File: src/design/rtpfua_pkg.sv
package rtpfua_pkg;

  // default width of the nal length counter
  localparam int NAL_LENGTH_BITS_DEFAULT = 24;

  // width of the nal_length field on the input channel
  localparam int NAL_LENGTH_FIELD_BITS = 24;

  // depth of the job queue between front and back
  localparam int QUEUE_DEPTH_DEFAULT = 4;

  // config port
  localparam int CFG_ADDR_BITS = 4;
  localparam logic [1:0] REG_PAYLOAD_TYPE = 2'd0;
  localparam logic [1:0] REG_STREAM_SOURCE_ID = 2'd1;
  localparam logic [1:0] REG_MAX_PAYLOAD_BYTES = 2'd2;

  // register reset values
  localparam logic [6:0] PAYLOAD_TYPE_RESET = 7'd96;
  localparam logic [31:0] STREAM_SOURCE_ID_RESET = 32'd10;
  localparam logic [10:0] MAX_PAYLOAD_RESET = 11'd1460;

  // payload size limits
  localparam logic [10:0] MIN_PAYLOAD = 11'd16;
  localparam logic [10:0] MAX_PAYLOAD = 11'd1460;
  localparam logic [10:0] FU_OVERHEAD = 11'd2;

  // rtp and fu-a header constants
  localparam logic [15:0] SEQ_RESET = 16'd1;
  localparam logic [7:0] RTP_VERSION_BYTE = 8'h80;
  localparam logic [7:0] NRI_F_MASK = 8'hE0;
  localparam logic [7:0] FU_A_TYPE = 8'd28;
  localparam logic [7:0] NAL_TYPE_MASK = 8'h1F;
  localparam logic [7:0] FU_START_BIT = 8'h80;
  localparam logic [7:0] FU_END_BIT = 8'h40;

  // byte positions within one job's output run
  localparam int HDR_LEN = 12;
  localparam logic [3:0] POS_HDR_FIRST = 4'd0;
  localparam logic [3:0] POS_FU_IND = 4'd12;
  localparam logic [3:0] POS_FU_HDR = 4'd13;
  localparam logic [3:0] POS_DATA = 4'd14;

  typedef struct packed {
    logic [7:0] nal_byte;
    logic first_of_nal;
    logic [NAL_LENGTH_FIELD_BITS-1:0] nal_length;
    logic [31:0] frame_timestamp;
  } item_t;

  typedef struct packed {
    logic [7:0] out_byte;
    logic packet_end;
    logic run_last;
    logic sequence_error;
  } result_t;

  // one classified input byte, expanded by the back part
  typedef struct packed {
    logic err;
    logic hdr;
    logic marker;
    logic [15:0] seq;
    logic [31:0] ts;
    logic fu;
    logic [7:0] fu_ind;
    logic [7:0] fu_hdr;
    logic has_byte;
    logic [7:0] data;
    logic data_end;
  } job_t;

  // header fields the back part reads from config
  typedef struct packed {
    logic [6:0] payload_type;
    logic [31:0] stream_source_id;
  } hdr_cfg_t;

endpackage

File: src/design/rtpfua_front.sv
module rtpfua_front import rtpfua_pkg::*; #(
  parameter int NAL_LENGTH_BITS = NAL_LENGTH_BITS_DEFAULT
) (
  input  logic clk,
  input  logic rst,
  input  logic accept,
  input  item_t item,
  input  logic [10:0] max_payload_bytes,
  output job_t job
);

  localparam int NL = NAL_LENGTH_BITS;

  logic [15:0] sequence_number, sequence_number_next;
  logic [NL-1:0] nal_bytes_left, nal_bytes_left_next;
  logic [10:0] fragment_bytes_left, fragment_bytes_left_next;
  logic fragmented_mode, fragmented_mode_next;
  logic [7:0] fu_indicator_byte, fu_indicator_byte_next;
  logic [7:0] nal_type_bits, nal_type_bits_next;
  logic [31:0] held_timestamp, held_timestamp_next;

  logic [10:0] eff_max;
  logic [10:0] frag_start;
  logic [10:0] frag_dec;
  logic [NL-1:0] len;
  logic [NL-1:0] nl_dec;
  logic err;
  logic fits;
  logic last_frag;

  // classify the byte and work out the next state
  always_comb begin
    priority if (max_payload_bytes < MIN_PAYLOAD) begin
      eff_max = MIN_PAYLOAD;
    end else if (max_payload_bytes > MAX_PAYLOAD) begin
      eff_max = MAX_PAYLOAD;
    end else begin
      eff_max = max_payload_bytes;
    end

    len = NL'(item.nal_length);
    if (len == '0) begin
      len = NL'(1);
    end
    fits = len <= NL'(eff_max);
    last_frag = ({1'b0, nal_bytes_left} + (NL+1)'(2)) <= (NL+1)'(eff_max);

    if (fragment_bytes_left == '0) begin
      frag_start = last_frag ? nal_bytes_left[10:0] : (eff_max - FU_OVERHEAD);
    end else begin
      frag_start = fragment_bytes_left;
    end
    frag_dec = frag_start - 11'd1;
    nl_dec = nal_bytes_left - NL'(1);

    err = item.first_of_nal ^ (nal_bytes_left == '0);

    sequence_number_next = sequence_number;
    nal_bytes_left_next = nal_bytes_left;
    fragment_bytes_left_next = fragment_bytes_left;
    fragmented_mode_next = fragmented_mode;
    fu_indicator_byte_next = fu_indicator_byte;
    nal_type_bits_next = nal_type_bits;
    held_timestamp_next = held_timestamp;

    job.err = 1'b0;
    job.hdr = 1'b0;
    job.marker = 1'b0;
    job.seq = sequence_number;
    job.ts = held_timestamp;
    job.fu = 1'b0;
    job.fu_ind = fu_indicator_byte;
    job.fu_hdr = nal_type_bits;
    job.has_byte = 1'b1;
    job.data = item.nal_byte;
    job.data_end = 1'b0;

    priority if (err) begin
      // out-of-place first flag: drop the byte
      job.err = 1'b1;
      job.data = 8'h00;
    end else if (item.first_of_nal && fits) begin
      // whole nal in one packet
      held_timestamp_next = item.frame_timestamp;
      job.ts = item.frame_timestamp;
      job.hdr = 1'b1;
      job.marker = 1'b1;
      job.data_end = (len == NL'(1));
      fragmented_mode_next = 1'b0;
      fragment_bytes_left_next = '0;
      nal_bytes_left_next = len - NL'(1);
      sequence_number_next = sequence_number + 16'd1;
    end else if (item.first_of_nal) begin
      // first fu-a fragment, header byte folded into the fu bytes
      held_timestamp_next = item.frame_timestamp;
      job.ts = item.frame_timestamp;
      fu_indicator_byte_next = (item.nal_byte & NRI_F_MASK) | FU_A_TYPE;
      nal_type_bits_next = item.nal_byte & NAL_TYPE_MASK;
      job.hdr = 1'b1;
      job.fu = 1'b1;
      job.fu_ind = fu_indicator_byte_next;
      job.fu_hdr = FU_START_BIT | nal_type_bits_next;
      job.has_byte = 1'b0;
      fragmented_mode_next = 1'b1;
      nal_bytes_left_next = len - NL'(1);
      fragment_bytes_left_next = eff_max - FU_OVERHEAD;
      sequence_number_next = sequence_number + 16'd1;
    end else if (fragmented_mode) begin
      // continuing fragment, opening a new packet when the last one is full
      if (fragment_bytes_left == '0) begin
        job.hdr = 1'b1;
        job.marker = last_frag;
        job.fu = 1'b1;
        job.fu_hdr = (last_frag ? FU_END_BIT : 8'h00) | nal_type_bits;
        sequence_number_next = sequence_number + 16'd1;
      end
      job.data_end = (frag_dec == '0) || (nl_dec == '0);
      nal_bytes_left_next = nl_dec;
      fragment_bytes_left_next = frag_dec;
      if (nl_dec == '0) begin
        fragmented_mode_next = 1'b0;
        fragment_bytes_left_next = '0;
      end
    end else begin
      // payload byte of a single packet
      job.data_end = (nl_dec == '0);
      nal_bytes_left_next = nl_dec;
    end
  end

  // state registers
  always_ff @(posedge clk) begin
    if (rst) begin
      sequence_number <= SEQ_RESET;
      nal_bytes_left <= '0;
      fragment_bytes_left <= '0;
      fragmented_mode <= 1'b0;
      fu_indicator_byte <= '0;
      nal_type_bits <= '0;
      held_timestamp <= '0;
    end else if (accept) begin
      sequence_number <= sequence_number_next;
      nal_bytes_left <= nal_bytes_left_next;
      fragment_bytes_left <= fragment_bytes_left_next;
      fragmented_mode <= fragmented_mode_next;
      fu_indicator_byte <= fu_indicator_byte_next;
      nal_type_bits <= nal_type_bits_next;
      held_timestamp <= held_timestamp_next;
    end
  end

endmodule

File: src/design/rtpfua_queue.sv
module rtpfua_queue import rtpfua_pkg::*; #(
  parameter int DEPTH = QUEUE_DEPTH_DEFAULT
) (
  input  logic clk,
  input  logic rst,
  input  logic wr_en,
  input  job_t wr_job,
  output logic full,
  input  logic rd_en,
  output job_t rd_job,
  output logic valid
);

  localparam int PTR_BITS = (DEPTH > 1) ? $clog2(DEPTH) : 1;
  localparam int CNT_BITS = $clog2(DEPTH + 1);

  job_t slots [DEPTH];
  logic [PTR_BITS-1:0] wr_ptr;
  logic [PTR_BITS-1:0] rd_ptr;
  logic [CNT_BITS-1:0] count;

  assign full = (count == CNT_BITS'(DEPTH));
  assign valid = (count != '0);
  assign rd_job = slots[rd_ptr];

  // storage
  always_ff @(posedge clk) begin
    if (wr_en) begin
      slots[wr_ptr] <= wr_job;
    end
  end

  // pointers and fill count
  always_ff @(posedge clk) begin
    if (rst) begin
      wr_ptr <= '0;
      rd_ptr <= '0;
      count <= '0;
    end else begin
      if (wr_en) begin
        wr_ptr <= (wr_ptr == PTR_BITS'(DEPTH - 1)) ? '0 : wr_ptr + PTR_BITS'(1);
      end
      if (rd_en) begin
        rd_ptr <= (rd_ptr == PTR_BITS'(DEPTH - 1)) ? '0 : rd_ptr + PTR_BITS'(1);
      end
      count <= count + CNT_BITS'(wr_en) - CNT_BITS'(rd_en);
    end
  end

endmodule

File: src/design/rtpfua_back.sv
module rtpfua_back import rtpfua_pkg::*; (
  input  logic clk,
  input  logic rst,
  input  logic job_valid,
  input  job_t job,
  output logic job_done,
  input  hdr_cfg_t hdr_cfg,
  output result_t result,
  output logic empty,
  input  logic pop
);

  logic started;
  logic [3:0] cur_pos;
  logic [3:0] pos;
  logic [3:0] last_pos;
  logic load;
  logic out_valid;
  logic [7:0] hdr_bytes [HDR_LEN];
  logic [7:0] byte_sel;
  result_t res_next;

  assign load = job_valid && (!out_valid || pop);
  assign job_done = load && (pos == last_pos);
  assign empty = !out_valid;

  // current position in the job's byte run
  always_comb begin
    if (started) begin
      pos = cur_pos;
    end else begin
      pos = job.hdr ? POS_HDR_FIRST : POS_DATA;
    end
    last_pos = job.has_byte ? POS_DATA : POS_FU_HDR;
  end

  // rtp header bytes
  always_comb begin
    hdr_bytes[0] = RTP_VERSION_BYTE;
    hdr_bytes[1] = {job.marker, hdr_cfg.payload_type};
    hdr_bytes[2] = job.seq[15:8];
    hdr_bytes[3] = job.seq[7:0];
    hdr_bytes[4] = job.ts[31:24];
    hdr_bytes[5] = job.ts[23:16];
    hdr_bytes[6] = job.ts[15:8];
    hdr_bytes[7] = job.ts[7:0];
    hdr_bytes[8] = hdr_cfg.stream_source_id[31:24];
    hdr_bytes[9] = hdr_cfg.stream_source_id[23:16];
    hdr_bytes[10] = hdr_cfg.stream_source_id[15:8];
    hdr_bytes[11] = hdr_cfg.stream_source_id[7:0];
  end

  // byte select by position
  always_comb begin
    priority if (pos == POS_DATA) begin
      byte_sel = job.data;
    end else if (pos == POS_FU_HDR) begin
      byte_sel = job.fu_hdr;
    end else if (pos == POS_FU_IND) begin
      byte_sel = job.fu_ind;
    end else if (pos < 4'(HDR_LEN)) begin
      byte_sel = hdr_bytes[pos];
    end else begin
      byte_sel = 8'h00;
    end
    res_next.out_byte = byte_sel;
    res_next.packet_end = (pos == POS_DATA) && job.data_end;
    res_next.run_last = (pos == last_pos);
    res_next.sequence_error = job.err;
  end

  // output register
  always_ff @(posedge clk) begin
    if (load) begin
      result <= res_next;
    end
  end

  // run tracking and output valid
  always_ff @(posedge clk) begin
    if (rst) begin
      started <= 1'b0;
      cur_pos <= '0;
      out_valid <= 1'b0;
    end else begin
      if (load) begin
        out_valid <= 1'b1;
      end else if (pop) begin
        out_valid <= 1'b0;
      end
      if (load) begin
        if (pos == last_pos) begin
          started <= 1'b0;
        end else begin
          started <= 1'b1;
          // a single packet skips the fu bytes after its header
          if ((pos == 4'(HDR_LEN - 1)) && !job.fu) begin
            cur_pos <= POS_DATA;
          end else begin
            cur_pos <= pos + 4'd1;
          end
        end
      end
    end
  end

endmodule

File: src/design/rtp_h264_fua_packetizer.sv
// RTP packetizer for H.264 NAL units with FU-A fragmentation.
// Input channel (push/full) takes one NAL byte per transfer; the header byte
// carries first_of_nal, nal_length and frame_timestamp. Result channel
// (empty/pop) delivers RTP packet bytes, one per transfer, with packet_end on
// the last byte of each packet and run_last on the last byte caused by one
// input byte. A byte with an out-of-place first flag is dropped and yields a
// single zero byte with sequence_error set.
// The front classifies each byte combinationally and pushes a job into a
// 4-entry queue; the back expands each job into 1, 13, 14 or 15 bytes at one
// byte per cycle while results are popped. A job's first byte is registered
// in the queue and then in the back's output register. Payload bytes stream
// at one per cycle while results are popped; a packet start adds 12 header
// bytes (14 with the FU indicator and FU header).
// Stalling pop holds the current result; the queue then fills and full rises.
// Reset clears the queue, output valid flag and packetizer state; the sequence
// number restarts at 1 and registers return to payload type 96, SSRC 10 and
// max payload 1460. Configuration is written through the APB port.
module rtp_h264_fua_packetizer import rtpfua_pkg::*; #(
  parameter int NAL_LENGTH_BITS = NAL_LENGTH_BITS_DEFAULT,
  parameter int QUEUE_DEPTH = QUEUE_DEPTH_DEFAULT
) (
  input  logic clk,
  input  logic rst,
  input  logic push,
  output logic full,
  input  item_t item,
  output logic empty,
  input  logic pop,
  output result_t result,
  input  logic psel,
  input  logic penable,
  input  logic pwrite,
  input  logic [CFG_ADDR_BITS-1:0] paddr,
  input  logic [31:0] pwdata,
  output logic [31:0] prdata,
  output logic pready
);

  logic [6:0] payload_type;
  logic [31:0] stream_source_id;
  logic [10:0] max_payload_bytes;
  logic [1:0] reg_index;
  logic cfg_write;
  logic accept;
  logic job_valid;
  logic job_done;
  job_t front_job;
  job_t head_job;
  hdr_cfg_t hdr_cfg;

  assign pready = 1'b1;
  assign reg_index = paddr[3:2];
  assign cfg_write = psel && penable && pwrite && pready;
  assign accept = push && !full;
  assign hdr_cfg.payload_type = payload_type;
  assign hdr_cfg.stream_source_id = stream_source_id;

  // configuration registers
  always_ff @(posedge clk) begin
    if (rst) begin
      payload_type <= PAYLOAD_TYPE_RESET;
      stream_source_id <= STREAM_SOURCE_ID_RESET;
      max_payload_bytes <= MAX_PAYLOAD_RESET;
    end else if (cfg_write) begin
      unique case (reg_index)
        REG_PAYLOAD_TYPE: payload_type <= pwdata[6:0];
        REG_STREAM_SOURCE_ID: stream_source_id <= pwdata;
        REG_MAX_PAYLOAD_BYTES: max_payload_bytes <= pwdata[10:0];
        default: ;
      endcase
    end
  end

  // register readback
  always_comb begin
    unique case (reg_index)
      REG_PAYLOAD_TYPE: prdata = {25'd0, payload_type};
      REG_STREAM_SOURCE_ID: prdata = stream_source_id;
      REG_MAX_PAYLOAD_BYTES: prdata = {21'd0, max_payload_bytes};
      default: prdata = 32'd0;
    endcase
  end

  // classify input bytes
  rtpfua_front #(
    .NAL_LENGTH_BITS(NAL_LENGTH_BITS)
  ) u_front (
    .clk(clk),
    .rst(rst),
    .accept(accept),
    .item(item),
    .max_payload_bytes(max_payload_bytes),
    .job(front_job)
  );

  // job queue between front and back
  rtpfua_queue #(
    .DEPTH(QUEUE_DEPTH)
  ) u_queue (
    .clk(clk),
    .rst(rst),
    .wr_en(accept),
    .wr_job(front_job),
    .full(full),
    .rd_en(job_done),
    .rd_job(head_job),
    .valid(job_valid)
  );

  // expand jobs into packet bytes
  rtpfua_back u_back (
    .clk(clk),
    .rst(rst),
    .job_valid(job_valid),
    .job(head_job),
    .job_done(job_done),
    .hdr_cfg(hdr_cfg),
    .result(result),
    .empty(empty),
    .pop(pop)
  );

endmodule
File: config.mk
export PLATFORM = sky130hd
export DESIGN_NAME = rtp_h264_fua_packetizer
export DESIGN_NICKNAME = d
export VERILOG_FILES = /design/src/design/rtpfua_pkg.sv /design/src/design/rtpfua_front.sv /design/src/design/rtpfua_queue.sv /design/src/design/rtpfua_back.sv /design/src/design/rtp_h264_fua_packetizer.sv
export SDC_FILE = /design/constraint.sdc
export NUM_CORES = 1
export LEC_CHECK = 0
export ABC_AREA = 1
export BUFFER_PORTS_ARGS = -buffer_cell sky130_fd_sc_hd__buf_2
export CAP_MARGIN = 20
export CORE_ASPECT_RATIO = 1.2
export CORE_UTILIZATION = 40
export DETAILED_ROUTE_END_ITERATION = 10
export PLACE_DENSITY = 0.59
export SYNTH_ARGS = -nofsm -noshare
export SYNTH_HDL_FRONTEND = slang
export SYNTH_SLANG_ARGS = --single-unit
File: constraint.sdc
create_clock -name clk -period 5.14 [get_ports clk]
set_input_delay 0.771 -clock clk [delete_from_list [all_inputs] [get_ports clk]]
set_output_delay 0.771 -clock clk [all_outputs]
set_load 0.1 [all_outputs]
==> results of run 1 <==
worst max path at each step:
stage	startpoint	endpoint	slack [ps]	cells past startpoint
after floorplan	u_queue.count[1]$_SDFF_PP0_	u_queue.slots[0][0]$_DFFE_PP_	-30	4
after global placement	max_payload_bytes[10]$_SDFFE_PP1P_	u_queue.slots[3][0]$_DFFE_PP_	480	30
after detailed placement	max_payload_bytes[10]$_SDFFE_PP1P_	u_queue.slots[3][0]$_DFFE_PP_	440	32
after CTS	max_payload_bytes[10]$_SDFFE_PP1P_	u_queue.slots[0][0]$_DFFE_PP_	420	32
after global routing	max_payload_bytes[10]$_SDFFE_PP1P_	u_queue.slots[0][0]$_DFFE_PP_	30	32
final	max_payload_bytes[10]$_SDFFE_PP1P_	u_queue.slots[1][0]$_DFFE_PP_	570	30
cell usage in the layout, fill, tap and decap left out, types with 12 or more instances in the layout:
master	count
a211oi_1	14
a21oi_1	176
a221oi_1	13
a31oi_1	14
buf_2	150
buf_4	35
clkbuf_1	12
clkbuf_16	50
dfxtp_1	160
edfxtp_1	319
ha_1	44
inv_1	264
nand2_1	377
nand2_2	14
nand3_1	80
nand4_1	24
nor2_1	357
nor2_2	13
nor2_4	13
nor3_1	26
o211ai_1	20
o21ai_0	367
o221ai_1	24
o22ai_1	62
xor2_1	28
through the flow:
stage	utilization (%)	power (mW)	hold WS (ps)	setup TNS (ps)
finish	46.2	12.4	419	0
global placement	43.2	8.71	434	0
CTS	46.1	12.4	398	0
floorplan	-	7.57	425	-10730
detailed placement	43.2	8.77	437	0
global route	46.2	13.0	422	0
state kept, by name, summed over array words and instances (netlist names), named ones only:
name,count
max_payload_bytes,11
payload_type,7
stream_source_id,32
u_back.cur_pos,4
u_back.out_valid,1
u_back.result,11
u_back.started,1
u_front.fragment_bytes_left,11
u_front.fragmented_mode,1
u_front.fu_indicator_byte,8
u_front.held_timestamp,32
u_front.nal_bytes_left,24
u_front.nal_type_bits,5
u_front.sequence_number,16
u_queue.count,3
u_queue.rd_ptr,2
u_queue.slots,308
u_queue.wr_ptr,2
kinds of logic (layout without fill, tap and decap cells):
logic type                 after synthesis  in the layout  synth area share [%]
buffers and inverters                  423            562                  6.91
DFF                                    481            481                  55.0
other                                    1              1                0.0161
adders and majority gates               45             45                  2.45
and+or+nand+nor                        932            932                  17.0
xor gates and xnor gates                35             35                  1.31
AOI/OAI and AO/OA                      727            727                  17.3
power by group through the flow:
stage / sequential (mW) / clock (mW) / combinational (mW)
finish: 4.88 / 3.66 / 3.84
detailed placement: 4.96 / 0 / 3.82
global placement: 4.94 / 0 / 3.77
global route: 4.92 / 3.86 / 4.19
CTS: 4.88 / 3.73 / 3.83
floorplan: 5.22 / 0 / 2.36
cells in the mapped netlist, drive strengths merged (2+ instances only):
cell	n	area (um^2)
o22ai	62	388
ha	44	551
o311ai	2	17.5
clkinv	2	7.51
nor4	9	71.3
edfxtp	319	9580
a221oi	13	114
nand4	24	150
nor3	28	150
xnor2	7	61.3
o21a	6	45.0
a32o	2	20.0
o21bai	3	26.3
nand3	88	488
nand2	392	1510
clkbuf	131	495
xor2	28	245
o211ai	20	150
a211oi	14	105
a31oi	14	87.6
o221ai	24	210
o21ai	381	1920
inv	277	1040
dfxtp	162	3240
o2111ai	2	17.5
a21oi	178	895
o31ai	2	15.0
nand3b	4	30.0
buf	13	68.8
nor2	384	1550
cell type report:
class	count	area, um^2
fill	5559	30900
sequential	481	12800
multi-input combinational	1740	8950
clock buffer	68	1380
timing repair buffer	190	1110
inverter	279	1050
tap	735	920
clock inverter	25	267
worst max-delay path: cells and delay by family, from the launching register on:
kind | cells | cell delay (ps)
compound gates | 6 | 1020
fa+ha+maj | 2 | 570
flops | 1 | 450
simple gates | 22 | 2330
per-layer routing:
layer  vias up  track usage [%]  wire length, um
li1       9284                -                -
met1      9200             28.8            29500
met2       555             41.8            35000
met3       126             3.42             3560
met4         0             9.79             2760
met5         -                0                0
repair_timing:
action / in CTS / in global routing
setup buffers: 0 / 1
resized for setup: 0 / 1
hold buffers: 0 / 0
endpoints found under the setup margin: 0 / 4
==> flow_summary.toml, run 1 <==
[critical_path]
reg2reg_to = "u_queue.slots[1][0]$_DFFE_PP_"
path_class = "flop to flop"
cp_data_required_time_ps = 5560
crit_fanout = 15
crit_arrival_ps = 4980
r2r-start = "max_payload_bytes[10]$_SDFFE_PP1P_"
crit_top_cell = "nand2_1"
max_stage_delay_ps = 450
r2r_setup_slack_ps = 570
cpMaxStageDelayCell = "dfxtp_1"
end_kind = "flop"
worstSetupStartpointType = "flop"
worstRegToRegCells = 30

[timing]
min_period_ps = 4570
rsz0062_at_grt = "no"
finalCritPeriodShare_pct = 88.8
fmax_mhz = 219
worstMarginPinSlew_ps = 871
drv_slew = 0
final-setup-viol-count = 0
layout_setup_ws_ps = 574
maxSlewHeadroom_pct = 41.9
hold_violations = 0
skew_ps = 23.3

[global_routing]
antenna_found_initial = 0
grt_max_degree = 80
gr-total-overflow = 0
grt_usage_pct = 23.7
grt_pass1_vias = 18700
grt_pass1_wl_mm = 107

[layout]
diodes = 0
drive_gt1_share_pct = 12.2
design_area_um2 = 26500
area_growth_pct = 13.6
instances_no_fill = 3518
fin_nets = 2895

[place]
dp_slack_ps = 436
dpl_cell_area_um2 = 24800
gp_congestion = 0.922
dp.cells = 3422
hpwl_mm = 48.8
io_buffers = 150

[cts]
cts_tree = "built"
h-tree-depth = 2
clockBufferDepth = 3
cts_buffers = 50
insertion_delay_ps = 610
clkSlewWorstSetupHoldPaths_ps = 60
cts_sinks = 481
cts.root.buffer_cell = "clkbuf_16"

[synthesis]
synth.avg_cell_area_um2 = 8.83
yosys_warnings = 0
synthCells = 2644
ys_seq_area_share_pct = 55.0
synth-async-reset-ratio_pct = 0
synth-edff-count = 319
syn-cell-area_um2 = 23300
synth_cell_types = 58
synth_top_flop_cell = "edfxtp_1"
synth-seq-cells = 481
syn_nets = 2797

[route]
wl_mm = 70.8
via_count = 19200
drc = 0
viasPerCell = 5.45
first_pass_iters = 5
ant_nets = 0
wl_per_cell_um = 20.1
drtIter0Drc = 1313

[floorplanning]
io_pins = 154
initial_core_util_pct = 40.6
rows = 96
die_w_um = 222
fp.dieH_um = 267
fp.coreArea_um2 = 57400
die_area_um2 = 59300

[job]
cap_violations = 0

[pwr]
swShare_pct = 37.5
p_comb_share_pct = 31.0
switchingPower_mw = 4.65
internal_power_mw = 7.74
power_per_cell_area_nw_per_um2 = 467
clock_power_share_pct = 29.5
ir_drop_mv = 0.284
power.leakage_nw = 10.3
seqPwrFrac_pct = 39.4

[hold_path]
worstHoldPathType = "input pin to flop"
whs_endpoint = "max_payload_bytes[8]$_SDFFE_PP1P_"
hp-start = "pwdata[8]"
whs_path_depth = 3

[run_status]
status = "finished clean"
(Power assumes the default switching activity.)
==> run 2, diff against run 1 <==
--- a/config.mk
+++ b/config.mk
@@ -10,6 +10,7 @@
 export CAP_MARGIN = 20
 export CORE_ASPECT_RATIO = 1.2
 export CORE_UTILIZATION = 40
+export CTS_BUF_LIST = sky130_fd_sc_hd__clkbuf_4
 export DETAILED_ROUTE_END_ITERATION = 10
 export PLACE_DENSITY = 0.59
 export SYNTH_ARGS = -nofsm -noshare
==> run 2 against run 1 <==
Clock power is 8.5% lower. Combinational power hardly changed. First-iteration DRC count rose by 4.3%. Hold slack worse by 300 ps. Cell count up 3.8%. Setup slack worse by 28 ps. Maximum frequency down 0.60%. Non-clock buffer count did not move. Die area stayed put. Critical endpoint is now u_queue.slots[0][0]$_DFFE_PP_.
==> flow_summary.toml, run 2 (synthesis gave the netlist of run 1 again) <==
[cts]
clockBufferDepth = 3
clkSlewWorstSetupHoldPaths_ps = 60
cts_hold_buf = 0
cts_sinks = 481
cts_tree = "built"
cts.root.buffer_cell = "clkbuf_4"
cts_buffers = 130
h-tree-depth = 4
insertion_delay_ps = 940

[timing]
skew_ps = 68.4
drv_slew = 0
rsz0062_at_grt = "no"
min_period_ps = 4590
hold_violations = 0
maxSlewHeadroom_pct = 42.1
setup_tns_ps = 0
final-setup-viol-count = 0
layout_setup_ws_ps = 546
worstMarginPinSlew_ps = 868
finalCritPeriodShare_pct = 89.4
fmax_mhz = 218

[route]
drtIter0Drc = 1370
first_pass_iters = 5
via_count = 19700
drc = 0
ant_nets = 0
wl_per_cell_um = 19.5
viasPerCell = 5.39
wl_mm = 71.3

[pwr]
power.leakage_nw = 10.4
power_per_cell_area_nw_per_um2 = 455
ir_drop_mv = 0.258

[global_routing]
grt_usage_pct = 24.2
gr-total-overflow = 0
grt_pass1_wl_mm = 109
antenna_found_initial = 2
grt_max_degree = 80
grt_pass1_vias = 19400

[layout]
top_regs = "u_queue.slots (308), stream_source_id (32), u_front.held_timestamp (32)"
most-common-layout-cells = "377 x nand2_1, 367 x o21ai_0, 357 x nor2_1"
utilization_pct = 46.1
area_growth_pct = 13.5
drive_gt1_share_pct = 16.0
fin_nets = 2975
top_register = "u_queue.slots"
final_common_cell = "nand2_1"
instances_no_fill = 3653
largest_reg_flops = 308

[run_status]
status = "finished clean"

[critical_path]
cp_data_required_time_ps = 5850
cpMaxStageDelayCell = "dfxtp_1"
worstSetupStartpointType = "flop"
crit_fanout = 15
max_stage_delay_ps = 460
crit_top_cell = "nand2_1"
reg2reg_to = "u_queue.slots[0][0]$_DFFE_PP_"
worstRegToRegCells = 30
r2r_setup_slack_ps = 550
end_kind = "flop"
r2r-start = "max_payload_bytes[10]$_SDFFE_PP1P_"
path_class = "flop to flop"
crit_arrival_ps = 5310

[place]
hpwl_mm = 48.8
dp_slack_ps = 436
dp.cells = 3422
gp_congestion = 0.922
io_buffers = 150

[floorplanning]
initial_core_util_pct = 40.6
die_area_um2 = 59300
die_w_um = 222
io_pins = 154
rows = 96
fp.dieH_um = 267
fp.coreArea_um2 = 57400

[hold_path]
whs_endpoint = "max_payload_bytes[8]$_SDFFE_PP1P_"
whs_path_depth = 3
worstHoldPathType = "input pin to flop"
hp-start = "pwdata[8]"

[job]
cap_violations = 0
## run 2: cell types whose count changed in the layout (fill, tap and decap cells not counted), moves of 4 or more
| cell | before | now |
|---|---|---|
| clkbuf_8 | 6 | 0 |
| clkbuf_16 | 50 | 0 |
| clkinv_1 | 8 | 24 |
| clkinv_4 | 4 | 0 |
| inv_2 | 11 | 15 |
| clkbuf_4 | 0 | 195 |
| clkbuf_1 | 12 | 0 |
## run 2: layout make-up
type,instances,area [um^2]
fillers,5651,30900
flip-flops and latches,481,12800
multi-input cells,1740,8950
clock buffers,195,1460
repair buffers,190,1110
inverters,279,1050
well taps,735,920
clock inverters,31,148
diodes,2,5.00
## run 2: per-layer routing
layer / share of wire [%] / global-route usage, %
met5: 0 / 0
met4: 3.7 / 10.5
met3: 5.7 / 5.06
met2: 50 / 42.5
met1: 41 / 28.4
## run 2: how the worst max path moves through the flow
stage	startpoint	end	slack, ps	cells after the start
final	max_payload_bytes[10]$_SDFFE_PP1P_	u_queue.slots[0][0]$_DFFE_PP_	550	30
after global routing	max_payload_bytes[10]$_SDFFE_PP1P_	u_queue.slots[0][0]$_DFFE_PP_	20	32
after CTS	max_payload_bytes[10]$_SDFFE_PP1P_	u_queue.slots[0][0]$_DFFE_PP_	420	32
after detailed placement	max_payload_bytes[10]$_SDFFE_PP1P_	u_queue.slots[3][0]$_DFFE_PP_	440	32
after global placement	max_payload_bytes[10]$_SDFFE_PP1P_	u_queue.slots[3][0]$_DFFE_PP_	480	30
after floorplan	u_queue.count[1]$_SDFF_PP0_	u_queue.slots[0][0]$_DFFE_PP_	-30	4
## run 2: power breakdown
part	internal, mW	total [mW]	leakage (nW)	switching (mW)
combinational	0.979	3.83	5.15	2.85
sequential	4.66	4.88	4.32	0.216
clock	1.78	3.35	0.978	1.58
total	7.42	12.1	10.4	4.64
## run 2: repair_timing
action                                  4_1_cts  5_1_grt
resized for setup                             0        1
endpoints found under the setup margin        0        4
buffers inserted                              0        1
## run 2: stage by stage
stage | hold WS (ps) | instance area [um^2] | power, mW
after global placement | 434 | 24800 | 8.71
final | 122 | 26500 | 12.1
after floorplan | 425 | 23300 | 7.57
after detailed placement | 437 | 24800 | 8.77
after CTS | 8.18 | 26400 | 12.2
after global routing | 32.0 | 26500 | 12.8
## run 2: critical path: cells and delay by family (launching register included)
kind | cells | cell delay [ps]
AO/OA/AOI/OAI | 6 | 1030
adder cells (fa/ha/maj) | 2 | 570
flip-flops | 1 | 460
AND/OR/NAND/NOR | 22 | 2360
==> run 3, diff against run 2 <==
--- a/config.mk
+++ b/config.mk
@@ -12,7 +12,8 @@
 export CORE_UTILIZATION = 40
 export CTS_BUF_LIST = sky130_fd_sc_hd__clkbuf_4
 export DETAILED_ROUTE_END_ITERATION = 10
-export PLACE_DENSITY = 0.59
+export PLACE_DENSITY = 0.58
 export SYNTH_ARGS = -nofsm -noshare
 export SYNTH_HDL_FRONTEND = slang
+export SYNTH_HIERARCHICAL = 1
 export SYNTH_SLANG_ARGS = --single-unit
==> run 3 against run 2 <==
Cell count rose by 13%. Area after synthesis is 8.8% higher. Combinational power up 40%.
==> flow_summary.toml, run 3 <==
[synthesis]
synth_top_area_share_pct = 38.2
synth_cell_types = 55
synth-async-reset-ratio_pct = 0
synth_top_family_by_area = "simple AND/OR/NAND/NOR gates"
synthCells = 3056
synth_common_cells = "690 x nand2_1, 449 x inv_1, 323 x edfxtp_1"
yosys-top-cells-area = "edfxtp_1 38%, dfxtp_1 13%, nand2_1 10%"
syn-cell-area_um2 = 25400
yosys.area_share.simple_pct = 22.6
muxShareOfSynthArea_pct = 0
synth_compound_area_share_pct = 12.1
synthAdderAreaFrac_pct = 2.20
ys_seq_area_share_pct = 51.0
synth-edff-count = 323
yosys.area.top_type = "edfxtp_1"
yosys.cell_count.top_type = "nand2_1"
syn_nets = 3208
synth-seq-cells = 485
synth-xor-area-share_pct = 1.45
synth_top_flop_cell = "edfxtp_1"
yosys_warnings = 6
synth.avg_cell_area_um2 = 8.30

[pwr]
total_power_mw = 13.9
p_comb_share_pct = 38.8
power.leakage_nw = 11.9
clock_power_share_pct = 23.7
swShare_pct = 42.1
switchingPower_mw = 5.84
ir_drop_mv = 0.290
internal_power_mw = 8.02
power_per_cell_area_nw_per_um2 = 491
seqPwrFrac_pct = 37.5

[critical_path]
cp_data_required_time_ps = 5820
path_class = "flop to flop"
end_kind = "flop"
crit_fanout = 15
cpMaxStageDelayCell = "dfxtp_2"
crit_top_cell = "nand2_1"
crit_arrival_ps = 5310
max_stage_delay_ps = 420
r2r_setup_slack_ps = 510
worstSetupStartpointType = "flop"

[floorplanning]
rows = 100
die_w_um = 232
fp.dieH_um = 278
io_pins = 154
die_area_um2 = 64500
initial_core_util_pct = 40.6
fp.coreArea_um2 = 62400

[cts]
cts_hold_buf = 0
cts_buffers = 117
cts_sinks = 485
clkSlewWorstSetupHoldPaths_ps = 70
insertion_delay_ps = 870
clockBufferDepth = 3
cts.root.buffer_cell = "clkbuf_4"
h-tree-depth = 3
cts_tree = "built"
post_cts_buffers = 0

[place]
dp.cells = 3905
gp_congestion = 0.907
io_buffers = 150
dpl_cell_area_um2 = 26600
hpwl_mm = 48.0

[hold_path]
worstHoldPathType = "input pin to flop"

[global_routing]
met1_usage_pct = 24.9
grt_max_degree = 95
antenna_found_initial = 2
grt_pass1_wl_mm = 109
grt_pass1_vias = 20400
use_met2_pct = 39.8
grt.busiest_layer = "met2"
use_met3_pct = 2.67
gr-total-overflow = 0
grt_usage_pct = 21.7

[timing]
min_period_ps = 4630
hold_violations = 0
fmax_mhz = 216
hold_ws_ps = 184
worstMarginPinSlew_ps = 967
final-setup-viol-count = 0
finalCritPeriodShare_pct = 90.1
drv_slew = 0
skew_ps = 87.4
maxSlewHeadroom_pct = 35.5
rsz0062_at_grt = "no"
setup_tns_ps = 0

[layout]
top_regs = "u_queue/slots (312), stream_source_id (32), u_front/held_timestamp (32)"
instances_no_fill = 4128
fillers = 6163
area_growth_pct = 11.2
top_register = "u_queue/slots"
fin_nets = 3361
final_common_cell = "nand2_1"
design_area_um2 = 28200
most-common-layout-cells = "688 x nand2_1, 444 x inv_1, 323 x edfxtp_1"
largest_reg_flops = 312
drive_gt1_share_pct = 14.8

[route]
wl_mm = 69.3
drc = 0
viasPerCell = 5.02
ant_nets = 0
first_pass_iters = 5
wl_per_cell_um = 16.8
drtIter0Drc = 1258
via_count = 20700

[run_status]
status = "finished clean"

[job]
cap_violations = 0
==> run 3: cell count changes after synthesis, sizes merged, moves of 11 or more <==
cell / previous run / this run
nand2: 392 / 716
inv: 277 / 464
o21ai: 381 / 228
nand3: 88 / 193
buf: 13 / 93
clkbuf: 131 / 63
nor2: 384 / 317
o211ai: 20 / 87
o22ai: 62 / 11
o221ai: 24 / 0
a21oi: 178 / 190
a211oi: 14 / 3
==> run 3: final timing paths <==
check	start	endpoint	cells past startpoint
setup / recovery	max_payload_bytes[10]$_SDFFE_PP1P_	u_queue/slots[0][0]$_DFFE_PP_	30
hold / removal	pop	u_back/out_valid$_SDFFE_PP0P_	3
setup reg to reg	max_payload_bytes[10]$_SDFFE_PP1P_	u_queue/slots[0][0]$_DFFE_PP_	30
hold reg to reg	u_front/held_timestamp[12]$_SDFFE_PP0P_	u_front/held_timestamp[12]$_SDFFE_PP0P_	2
==> run 3: cell families (layout without fill, tap and decap cells) <==
| family | Yosys count | in the layout |
|---|---|---|
| AND/OR/NAND/NOR | 1316 | 1316 |
| buffers and inverters | 621 | 876 |
| AO/OA/AOI/OAI | 546 | 546 |
| flip-flops | 485 | 485 |
| adder cells (fa/ha/maj) | 44 | 44 |
| XOR/XNOR | 42 | 42 |
| other | 2 | 3 |
==> run 3: stage by stage <==
stage / utilization (%) / worst slack, ps
after floorplan: - / 1230
after detailed placement: 42.6 / 208
after global placement: 42.6 / 352
after global routing: 45.2 / 33.6
final: 45.2 / 507
after CTS: 45.1 / 226
==> run 3: final cells by class <==
| type | count | area [um^2] | area share [%] |
|---|---|---|---|
| multi-input cells | 1950 | 9750 | 34.6 |
| clock buffers | 168 | 1260 | 4.47 |
| repair buffers | 190 | 1130 | 3.99 |
| diodes | 1 | 2.50 | 0.00887 |
| inverters | 465 | 1760 | 6.22 |
| flip-flops and latches | 485 | 13000 | 45.9 |
| well taps | 816 | 1020 | 3.62 |
| clock inverters | 53 | 340 | 1.21 |
==> run 3: repair_timing <==
| action | CTS | global route |
|---|---|---|
| endpoints found under the hold margin | 0 | 0 |
| gates resized for setup | 0 | 3 |
| setup endpoints to repair | 0 | 4 |
==> run 3: routing by layer <==
metal / share of wire [%] / vias to the layer above
met5: 0.019 / -
met2: 52 / 485
met1: 40 / 9678
met3: 3.9 / 137
li1: - / 10400
met4: 3.5 / 2
==> run 3: power groups by stage <==
| stage | Clock, mW | Combinational (mW) | Sequential [mW] |
|---|---|---|---|
| floorplan | 0 | 3.92 | 5.38 |
| global placement | 0 | 5.33 | 5.26 |
| detailed placement | 0 | 5.39 | 5.28 |
| CTS | 3.40 | 5.42 | 5.19 |
| global route | 3.59 | 6.00 | 5.26 |
| finish | 3.28 | 5.38 | 5.19 |
==> run 3: critical path: cells and delay by family (launching register included) <==
family | cells | cell delay, ps
and+or+nand+nor | 21 | 2720
adders and majority gates | 2 | 510
DFF | 1 | 420
buffers and inverters | 6 | 520
AOI/OAI and AO/OA | 1 | 250
